File: src/rtl/tts_pkg.sv
package tts_pkg;

  // Table geometry.
  localparam int SLOTS       = 16;
  localparam int MAX_RESULTS = 16;
  localparam int IW          = (SLOTS > 1) ? $clog2(SLOTS) : 1;
  localparam int CW          = $clog2(SLOTS + 1);
  localparam int NW          = $clog2(MAX_RESULTS + 1);

  // Field widths.
  localparam int SLOT_W     = 4;
  localparam int TAG_W      = 8;
  localparam int TIME_W     = 32;
  localparam int PEND_W     = 8;
  localparam int REQ_W      = 2;
  localparam int STAT_W     = 3;
  localparam int IN_DATA_W  = 80;
  localparam int OUT_DATA_W = 16;
  localparam int CMP_W      = (CW > SLOT_W) ? CW : SLOT_W;

  localparam logic [CW-1:0]     CW_ONE   = CW'(1);
  localparam logic [CW-1:0]     SLOTS_C  = CW'(SLOTS);
  localparam logic [NW-1:0]     NW_ONE   = NW'(1);
  localparam logic [NW-1:0]     MAXR_C   = NW'(MAX_RESULTS);
  localparam logic [PEND_W-1:0] PEND_MAX = '1;

  typedef enum logic [REQ_W-1:0] {
    REQ_ADD, REQ_DEL, REQ_TICK, REQ_DISP
  } req_t;

  typedef enum logic [STAT_W-1:0] {
    ST_ADDED, ST_FULL, ST_DELETED, ST_DEL_IGN, ST_TICK_DONE, ST_FIRED, ST_NONE
  } status_t;

  typedef enum logic {S_IDLE, S_DISP} state_t;

  typedef enum logic [2:0] {C_NOP, C_LOAD, C_SHIFT, C_TICK, C_DEC} cell_op_t;

  typedef struct packed {
    logic [TAG_W-1:0]  tag;
    logic [TIME_W-1:0] delay;
    logic [TIME_W-1:0] period;
    logic [PEND_W-1:0] pending;
  } entry_t;

  // Command broadcast from the controller to every cell.
  typedef struct packed {
    cell_op_t      op;
    logic [IW-1:0] pos;
    entry_t        data;
  } cell_cmd_t;

  typedef struct packed {
    status_t           status;
    logic [SLOT_W-1:0] slot;
    logic [TAG_W-1:0]  tag;
    logic              last;
  } result_t;

  function automatic logic slot_hit(input logic [SLOT_W-1:0] s, input logic [CW-1:0] cnt);
    slot_hit = CMP_W'(s) < CMP_W'(cnt);
  endfunction

  function automatic logic [IW-1:0] slot_pos(input logic [SLOT_W-1:0] s);
    slot_pos = IW'(s);
  endfunction

  function automatic logic [SLOT_W-1:0] slot_of(input logic [CW-1:0] p);
    slot_of = SLOT_W'(p);
  endfunction

endpackage

File: src/rtl/tts_cell.sv
module tts_cell (
  input  logic                      clk,
  input  tts_pkg::cell_cmd_t        cmd,
  input  logic [tts_pkg::IW-1:0]    index,
  input  logic                      live,
  input  tts_pkg::entry_t           nbr,
  output tts_pkg::entry_t           ent
);

  // One table entry. Deletes move the upper neighbor's entry into this cell.
  always_ff @(posedge clk) begin
    case (cmd.op)
      tts_pkg::C_LOAD: begin
        if (index == cmd.pos) begin
          ent <= cmd.data;
        end
      end
      tts_pkg::C_SHIFT: begin
        if (index >= cmd.pos) begin
          ent <= nbr;
        end
      end
      tts_pkg::C_TICK: begin
        if (live) begin
          if (ent.delay == '0) begin
            if (ent.pending != tts_pkg::PEND_MAX) begin
              ent.pending <= ent.pending + 8'd1;
            end
            if (ent.period != '0) begin
              ent.delay <= ent.period;
            end
          end else begin
            ent.delay <= ent.delay - 32'd1;
          end
        end
      end
      tts_pkg::C_DEC: begin
        if (index == cmd.pos) begin
          ent.pending <= ent.pending - 8'd1;
        end
      end
      default: begin
      end
    endcase
  end

endmodule

File: src/rtl/tick_task_scheduler_table.sv
// Add, delete and tick requests each yield one result beat, which passes through the
// staging and output registers; a new request is taken every cycle while staging is free.
// A dispatch walks the table one slot per cycle unless a held fire waits for staging,
// holding off new requests until the walk ends, and emits at most one fired beat per cycle.
// Reset clears the task count and all handshake state; the slot contents are
// undefined until written and need no clearing pass.
module tick_task_scheduler_table (
  input  logic                              clk,
  input  logic                              rst,
  input  logic                              s_tvalid,
  output logic                              s_tready,
  // Fields from bit 0: task_tag[7:0], first_delay[39:8], period[71:40], slot[75:72].
  input  logic [tts_pkg::IN_DATA_W-1:0]     s_tdata,
  // Fields from bit 0: req_type[1:0].
  input  logic [tts_pkg::REQ_W-1:0]         s_tuser,
  output logic                              m_tvalid,
  input  logic                              m_tready,
  // Fields from bit 0: slot_out[3:0], fired_tag[11:4].
  output logic [tts_pkg::OUT_DATA_W-1:0]    m_tdata,
  // Fields from bit 0: status[2:0].
  output logic [tts_pkg::STAT_W-1:0]        m_tuser,
  output logic                              m_tlast
);

  // Input beat fields.
  tts_pkg::req_t                   req;
  logic [tts_pkg::TAG_W-1:0]       in_tag;
  logic [tts_pkg::TIME_W-1:0]      in_delay;
  logic [tts_pkg::TIME_W-1:0]      in_period;
  logic [tts_pkg::SLOT_W-1:0]      in_slot;

  assign req       = tts_pkg::req_t'(s_tuser);
  assign in_tag    = s_tdata[7:0];
  assign in_delay  = s_tdata[39:8];
  assign in_period = s_tdata[71:40];
  assign in_slot   = s_tdata[75:72];

  // Control registers.
  tts_pkg::state_t                 state, state_next;
  logic [tts_pkg::CW-1:0]          count, count_next;
  logic [tts_pkg::CW-1:0]          ptr, ptr_next;
  logic [tts_pkg::NW-1:0]          nres, nres_next;

  // A fired result is held back one step, because only the next fire (or the end
  // of the walk) tells whether it is the last beat of the dispatch.
  logic                            hv, hv_next;
  logic [tts_pkg::SLOT_W-1:0]      hslot, hslot_next;
  logic [tts_pkg::TAG_W-1:0]       htag, htag_next;

  // Staging register and output register form a two-beat result queue, so a
  // result waiting downstream does not stop the next request from being taken.
  logic                            stv, ov;
  tts_pkg::result_t                st, ob, st_data;
  logic                            st_write, out_free, st_free;

  // Cell row.
  tts_pkg::cell_cmd_t              cmd;
  tts_pkg::entry_t                 ent [tts_pkg::SLOTS];
  logic [tts_pkg::SLOTS-1:0]       live;
  tts_pkg::entry_t                 sel;
  logic                            done;

  for (genvar j = 0; j < tts_pkg::SLOTS; j++) begin : g_cell
    localparam int unsigned JI = j;
    tts_pkg::entry_t nbr;

    if (j == tts_pkg::SLOTS - 1) begin : g_top
      assign nbr = ent[j];
    end else begin : g_mid
      assign nbr = ent[j+1];
    end

    assign live[j] = count > JI[tts_pkg::CW-1:0];

    tts_cell u_cell (
      .clk   (clk),
      .cmd   (cmd),
      .index (JI[tts_pkg::IW-1:0]),
      .live  (live[j]),
      .nbr   (nbr),
      .ent   (ent[j])
    );
  end

  // The dispatch walk looks at one slot per cycle, unless a held fire waits for staging.
  assign sel      = ent[ptr[tts_pkg::IW-1:0]];
  assign done     = (ptr >= count) || (nres == tts_pkg::MAXR_C);
  assign out_free = !ov || m_tready;
  assign st_free  = !stv || out_free;

  always_comb begin
    state_next = state;
    count_next = count;
    ptr_next   = ptr;
    nres_next  = nres;
    hv_next    = hv;
    hslot_next = hslot;
    htag_next  = htag;
    st_write   = 1'b0;
    st_data    = '{status: tts_pkg::ST_NONE, slot: '0, tag: '0, last: 1'b1};
    cmd        = '{op: tts_pkg::C_NOP, pos: '0, data: '0};
    s_tready   = 1'b0;

    unique case (state)
      tts_pkg::S_IDLE: begin
        s_tready = st_free;
        if (s_tvalid && st_free) begin
          unique case (req)
            tts_pkg::REQ_ADD: begin
              st_write = 1'b1;
              if (count < tts_pkg::SLOTS_C) begin
                cmd = '{op: tts_pkg::C_LOAD, pos: count[tts_pkg::IW-1:0],
                        data: '{tag: in_tag, delay: in_delay, period: in_period,
                                pending: '0}};
                count_next = count + tts_pkg::CW_ONE;
                st_data = '{status: tts_pkg::ST_ADDED, slot: tts_pkg::slot_of(count),
                            tag: in_tag, last: 1'b1};
              end else begin
                st_data = '{status: tts_pkg::ST_FULL, slot: '0, tag: '0, last: 1'b1};
              end
            end
            tts_pkg::REQ_DEL: begin
              st_write = 1'b1;
              if (tts_pkg::slot_hit(in_slot, count)) begin
                cmd.op     = tts_pkg::C_SHIFT;
                cmd.pos    = tts_pkg::slot_pos(in_slot);
                count_next = count - tts_pkg::CW_ONE;
                st_data = '{status: tts_pkg::ST_DELETED, slot: in_slot, tag: '0,
                            last: 1'b1};
              end else begin
                st_data = '{status: tts_pkg::ST_DEL_IGN, slot: in_slot, tag: '0,
                            last: 1'b1};
              end
            end
            tts_pkg::REQ_TICK: begin
              st_write = 1'b1;
              cmd.op   = tts_pkg::C_TICK;
              st_data  = '{status: tts_pkg::ST_TICK_DONE, slot: '0, tag: '0, last: 1'b1};
            end
            tts_pkg::REQ_DISP: begin
              state_next = tts_pkg::S_DISP;
              ptr_next   = '0;
              nres_next  = '0;
              hv_next    = 1'b0;
            end
            default: begin
            end
          endcase
        end
      end

      tts_pkg::S_DISP: begin
        if (done) begin
          // Close the walk with the held fire marked last, or report nothing ready.
          if (st_free) begin
            st_write = 1'b1;
            if (hv) begin
              st_data = '{status: tts_pkg::ST_FIRED, slot: hslot, tag: htag, last: 1'b1};
            end
            hv_next    = 1'b0;
            state_next = tts_pkg::S_IDLE;
          end
        end else if (sel.pending != '0) begin
          if (!hv || st_free) begin
            if (hv) begin
              st_write = 1'b1;
              st_data  = '{status: tts_pkg::ST_FIRED, slot: hslot, tag: htag, last: 1'b0};
            end
            hv_next    = 1'b1;
            hslot_next = tts_pkg::slot_of(ptr);
            htag_next  = sel.tag;
            nres_next  = nres + tts_pkg::NW_ONE;
            cmd.pos    = ptr[tts_pkg::IW-1:0];
            if (sel.period == '0) begin
              // A one-shot task leaves the table; the walk stays on this position,
              // which now holds the next entry.
              cmd.op     = tts_pkg::C_SHIFT;
              count_next = count - tts_pkg::CW_ONE;
            end else begin
              cmd.op   = tts_pkg::C_DEC;
              ptr_next = ptr + tts_pkg::CW_ONE;
            end
          end
        end else begin
          ptr_next = ptr + tts_pkg::CW_ONE;
        end
      end

      default: begin
        state_next = tts_pkg::S_IDLE;
      end
    endcase
  end

  always_ff @(posedge clk) begin
    if (rst) begin
      state <= tts_pkg::S_IDLE;
      count <= '0;
      ptr   <= '0;
      nres  <= '0;
      hv    <= 1'b0;
      stv   <= 1'b0;
      ov    <= 1'b0;
    end else begin
      state <= state_next;
      count <= count_next;
      ptr   <= ptr_next;
      nres  <= nres_next;
      hv    <= hv_next;
      if (st_write) begin
        stv <= 1'b1;
      end else if (out_free) begin
        stv <= 1'b0;
      end
      if (stv && out_free) begin
        ov <= 1'b1;
      end else if (m_tready) begin
        ov <= 1'b0;
      end
    end
  end

  always_ff @(posedge clk) begin
    hslot <= hslot_next;
    htag  <= htag_next;
    if (st_write) begin
      st <= st_data;
    end
    if (stv && out_free) begin
      ob <= st;
    end
  end

  assign m_tvalid = ov;
  assign m_tdata  = {{(tts_pkg::OUT_DATA_W - tts_pkg::SLOT_W - tts_pkg::TAG_W){1'b0}},
                     ob.tag, ob.slot};
  assign m_tuser  = ob.status;
  assign m_tlast  = ob.last;

  // The table never holds more entries than it has cells.
  a_count_bound: assert property (@(posedge clk) disable iff (rst)
    count <= tts_pkg::SLOTS_C)
    else $error("task count exceeds table size");

  // A held fire exists only while a dispatch walk is running.
  a_hold_in_walk: assert property (@(posedge clk) disable iff (rst)
    hv |-> state == tts_pkg::S_DISP)
    else $error("held fire outside dispatch");

  // A single-beat request always leaves its result in the staging register.
  a_single_result: assert property (@(posedge clk) disable iff (rst)
    (s_tvalid && s_tready && req != tts_pkg::REQ_DISP) |=> stv)
    else $error("request result not staged");

  // A delete of a live slot shrinks the table by exactly one.
  a_delete_count: assert property (@(posedge clk) disable iff (rst)
    (s_tvalid && s_tready && req == tts_pkg::REQ_DEL && tts_pkg::slot_hit(in_slot, count))
      |=> count == $past(count) - tts_pkg::CW_ONE)
    else $error("delete did not shrink the table");

  // The walk never emits more fired beats than the cap.
  a_result_cap: assert property (@(posedge clk) disable iff (rst)
    state == tts_pkg::S_DISP |-> nres <= tts_pkg::MAXR_C)
    else $error("dispatch exceeded result cap");

endmodule

File: config.mk
export PLATFORM = sky130hd
export DESIGN_NAME = tick_task_scheduler_table
export DESIGN_NICKNAME = d
export VERILOG_FILES = /design/src/rtl/tts_pkg.sv /design/src/rtl/tts_cell.sv /design/src/rtl/tick_task_scheduler_table.sv
export SDC_FILE = /design/constraint.sdc
export NUM_CORES = 2
export LEC_CHECK = 0
export BUFFER_PORTS_ARGS = -buffer_cell sky130_fd_sc_hd__clkbuf_2
export CAP_MARGIN = 20
export CORE_ASPECT_RATIO = 0.5
export CORE_MARGIN = 4
export CORE_UTILIZATION = 45
export CTS_CLUSTER_SIZE = 20
export DETAILED_ROUTE_END_ITERATION = 7
export GPL_TIMING_DRIVEN = 0
export PLACE_DENSITY = 0.57
export SYNTH_ARGS = -nofsm -noshare
export SYNTH_HDL_FRONTEND = slang
export SYNTH_SLANG_ARGS = --single-unit
File: constraint.sdc
create_clock -name clk -period 11.06 [get_ports clk]
set_input_delay 1.659 -clock clk [delete_from_list [all_inputs] [get_ports clk]]
set_output_delay 1.659 -clock clk [all_outputs]
set_load 0.01 [all_outputs]
==> flow_metrics.py <==
metrics = {
    "power_and_ir_drop": {
        "p_comb_share_pct": 10.2,
        "seq_power_share_pct": 50.0,
        "internal-power_mw": 8.966,
        "max-vdd-ir-drop_mv": 0.09550,
        "power_leakage_nw": 35.34,
        "power.switching_mw": 3.356,
        "clkPwrFrac_pct": 39.8,
        "sw_frac_of_total_pct": 27.23,
        "power_density_nw_per_um2": 142.0,
    },
    "worst_setup_path": {
        "crit_top_cell": "buf_2",
        "critPathSlowestCell": "clkinv_1",
        "crit_family": "buffers and inverters",
        "r2r-start": "ptr[1]",
        "crit_required_ns": 11.53,
        "cp-start-kind": "flip-flop",
        "critical_path.max_stage_delay_ns": 1.14,
        "worstPathCellList": "clkinv_1 > a41oi_1 > nand4_1 > o21ai_1 > nand3_1 > inv_2 > o221a_2 > buf_2 > buf_2 > buf_2 > a21oi_1 > nor2_4 > buf_12",
        "r2r_end": "g_cell[3].u_cell.ent[26]",
        "ff2ff_setup_slack_ns": 3.07,
        "critPathKind": "flip-flop to flip-flop",
        "cp_data_arrival_time_ns": 8.46,
        "cp_max_fo": 31,
        "r2r_cells": 13,
        "crit_buf_inv": 6,
        "crit_path_end_kind": "flip-flop",
    },
    "logic_synthesis": {
        "avgSynthCellArea_um2": 10.57,
        "synth_flop_cell": "edfxtp_1",
        "synth_seq_cells": 1343,
        "ys_types": 90,
        "async_reset_ff_share_pct": 0,
        "seq_area_frac_synth_pct": 52.81,
        "synth_edf_count": 1324,
        "netlist.area_leader.share_pct": 52.31,
        "synth_top_area_cell": "edfxtp_1",
        "synthCells": 7192,
        "ys_top_cells_by_area": "edfxtp_1 52%, a21o_1 6.8%, nand2_1 4.1%",
        "yosysWarnings": 0,
        "syn_area_um2": 76010,
    },
    "finish": {
        "mostFrequentLayoutCells": "1324 x edfxtp_1, 830 x nand2_1, 687 x a21o_1",
        "drive_above_1_share_pct": 9.883,
        "final_common_cell": "edfxtp_1",
        "syn2layout_area_growth_pct": 14.17,
        "nNetsFinal": 7853,
        "fin_util_pct": 51.81,
    },
    "run_status": {
        "run_status": "completed",
    },
    "sta": {
        "hold_viol": 0,
        "rsz0062_at_grt": "false",
        "final_max_slew_viol_count": 0,
        "setup_viol": 0,
        "post-route-period-util_pct": 72.24,
        "tightest_slew_ns": 1.397,
        "fin_crit_ns": 7.989,
        "skew_ns": 0.04708,
        "fmax_ghz": 0.1252,
        "slew_headroom_pct": 6.860,
        "setup-tns-final_ns": 0,
    },
    "clock_tree": {
        "hold_buffers": 0,
        "cts_tree": "done",
        "cts_root_buf": "clkbuf_16",
        "cts.sinks": 1343,
        "clkTransAtPathRegs_ns": 0.06,
        "cts_resized": 0,
        "clk_latency_ns": 0.82,
        "cts_setup_buffers": 0,
        "clockBufferDepth": 4,
        "cts_buffers": 142,
        "h-tree-depth": 4,
    },
    "global_routing": {
        "first_global_vias": 63870,
        "grt_max_degree": 44,
        "grt_antenna_before_repair": 59,
        "track_usage_pct": 43.51,
        "grt-ovfl-total": 0,
        "grt_pass1_wl_mm": 531.3,
    },
    "routing": {
        "wl_per_cell_um": 39.37,
        "viasPerCell": 7.044,
        "drcViolationCount": 0,
        "vias": 70670,
        "ant_nets": 0,
        "drt_iter0_markers": 12520,
        "firstDrtPassIters": 7,
        "wirelength_mm": 395.0,
    },
    "floorplanning": {
        "fp.dieW_um": 589.2,
        "start_util_pct": 45.38,
        "dieArea_um2": 176000,
        "design.core.area_um2": 167500,
        "ios": 108,
        "rows": 106,
        "dieHeight_um": 298.6,
    },
    "worst_hold_path": {
        "holdPathStages": 0,
        "hp-class": "flip-flop to flip-flop",
        "hold_end": "m_tdata[11]",
        "min_from": "st[8]",
    },
    "place": {
        "gp_congestion": 1.128,
        "hpwl_mm": 306.6,
        "port_buffers": 97,
    },
    "job": {
        "maxCapViolations": 0,
    },
}
==> power by group through the flow <==
stage               Combinational [mW]  Clock (mW)  Sequential, mW
floorplan                        0.646           0            6.14
global placement                  1.09           0            6.28
detailed placement                1.18           0            6.25
CTS                               1.19        4.87            6.14
global route                      1.30        5.09            6.17
finish                            1.26        4.90            6.16
==> synthesized netlist by cell type (110+ instances only) <==
cell type / instances
o21ai_0: 384
clkbuf_1: 336
a21o_1: 687
a21oi_1: 317
xnor2_1: 282
nand2_1: 830
a211oi_1: 110
nor2_1: 421
nand3_1: 356
buf_2: 134
xor2_1: 200
nor4_1: 267
nor3_1: 180
ha_1: 139
edfxtp_1: 1324
o211ai_1: 270
==> metrics by stage <==
step           setup slack [ns]  hold slack [ns]  cells  cell area (µm²)  power [mW]
3_3_place_gp             -3.815           0.4041   9560            79340       7.367
3_5_place_dp              3.844           0.4045   9713            81940       7.432
5_1_grt                   3.340           0.4278   9981            86650       12.56
2_1_floorplan             3.340           0.4003   7195            76020       6.783
4_1_cts                   3.792           0.4202   9955            86330       12.20
6_report                  3.071           0.4212  10030            86780       12.32
==> per-layer routing <==
metal | GRT usage (%) | share of wire (%) | wire [µm] | vias to the layer above
met5 | 0 | 0.042 | 167 | -
met4 | 27.12 | 7.4 | 29390 | 30
met3 | 18.45 | 16 | 63520 | 1411
met2 | 59.61 | 40 | 157000 | 6051
met1 | 56.50 | 37 | 144800 | 34890
li1 | - | - | - | 28290
==> kinds of logic (layout without fill, tap and decap cells) <==
family	after synthesis	count (layout)	synth area share [%]
flops	1343	1343	52.81
xor+xnor	482	482	5.554
other cells	1	59	0.004934
buf+inv	588	1103	3.223
fa+ha+maj	155	155	2.709
mux	78	78	1.704
compound gates	2076	2076	18.34
simple gates	2469	2469	15.66
==> flip-flops by register name, summed over array words and instances, names as in the netlist <==
name	cells
state	1
m_tdata	12
st	16
ptr	5
hslot	4
count	5
htag	8
m_tlast	1
nres	5
m_tuser	3
g_cell.u_cell.ent	1280
m_tvalid	1
hv	1
stv	1
==> cell type report <==
class                   instances  area (µm²)
clock buffers                 174        3747
flip-flops and latches       1343       40140
clock inverters                68       636.9
multi-input cells            5264       33740
diodes                         55       137.6
repair buffers                273        3037
well taps                    2268        2838
plain buffers                 505        2186
fillers                     15410       80730
inverters                      83       314.1
==> how the worst max path moves through the flow <==
stage                            from                        end  slack (ns)  cells past startpoint
after CTS                      ptr[1]   g_cell[3].u_cell.ent[26]        3.79                     13
final                          ptr[1]   g_cell[3].u_cell.ent[26]        3.07                     13
after global placement     s_tuser[1]   g_cell[4].u_cell.ent[25]       -3.82                      7
after global routing           ptr[1]   g_cell[3].u_cell.ent[26]        3.34                     13
after detailed placement       ptr[1]   g_cell[3].u_cell.ent[23]        3.84                     13
after floorplan           s_tdata[73]  g_cell[10].u_cell.ent[40]        3.34                     10
Note: power is estimated with default switching activity, not from simulation.
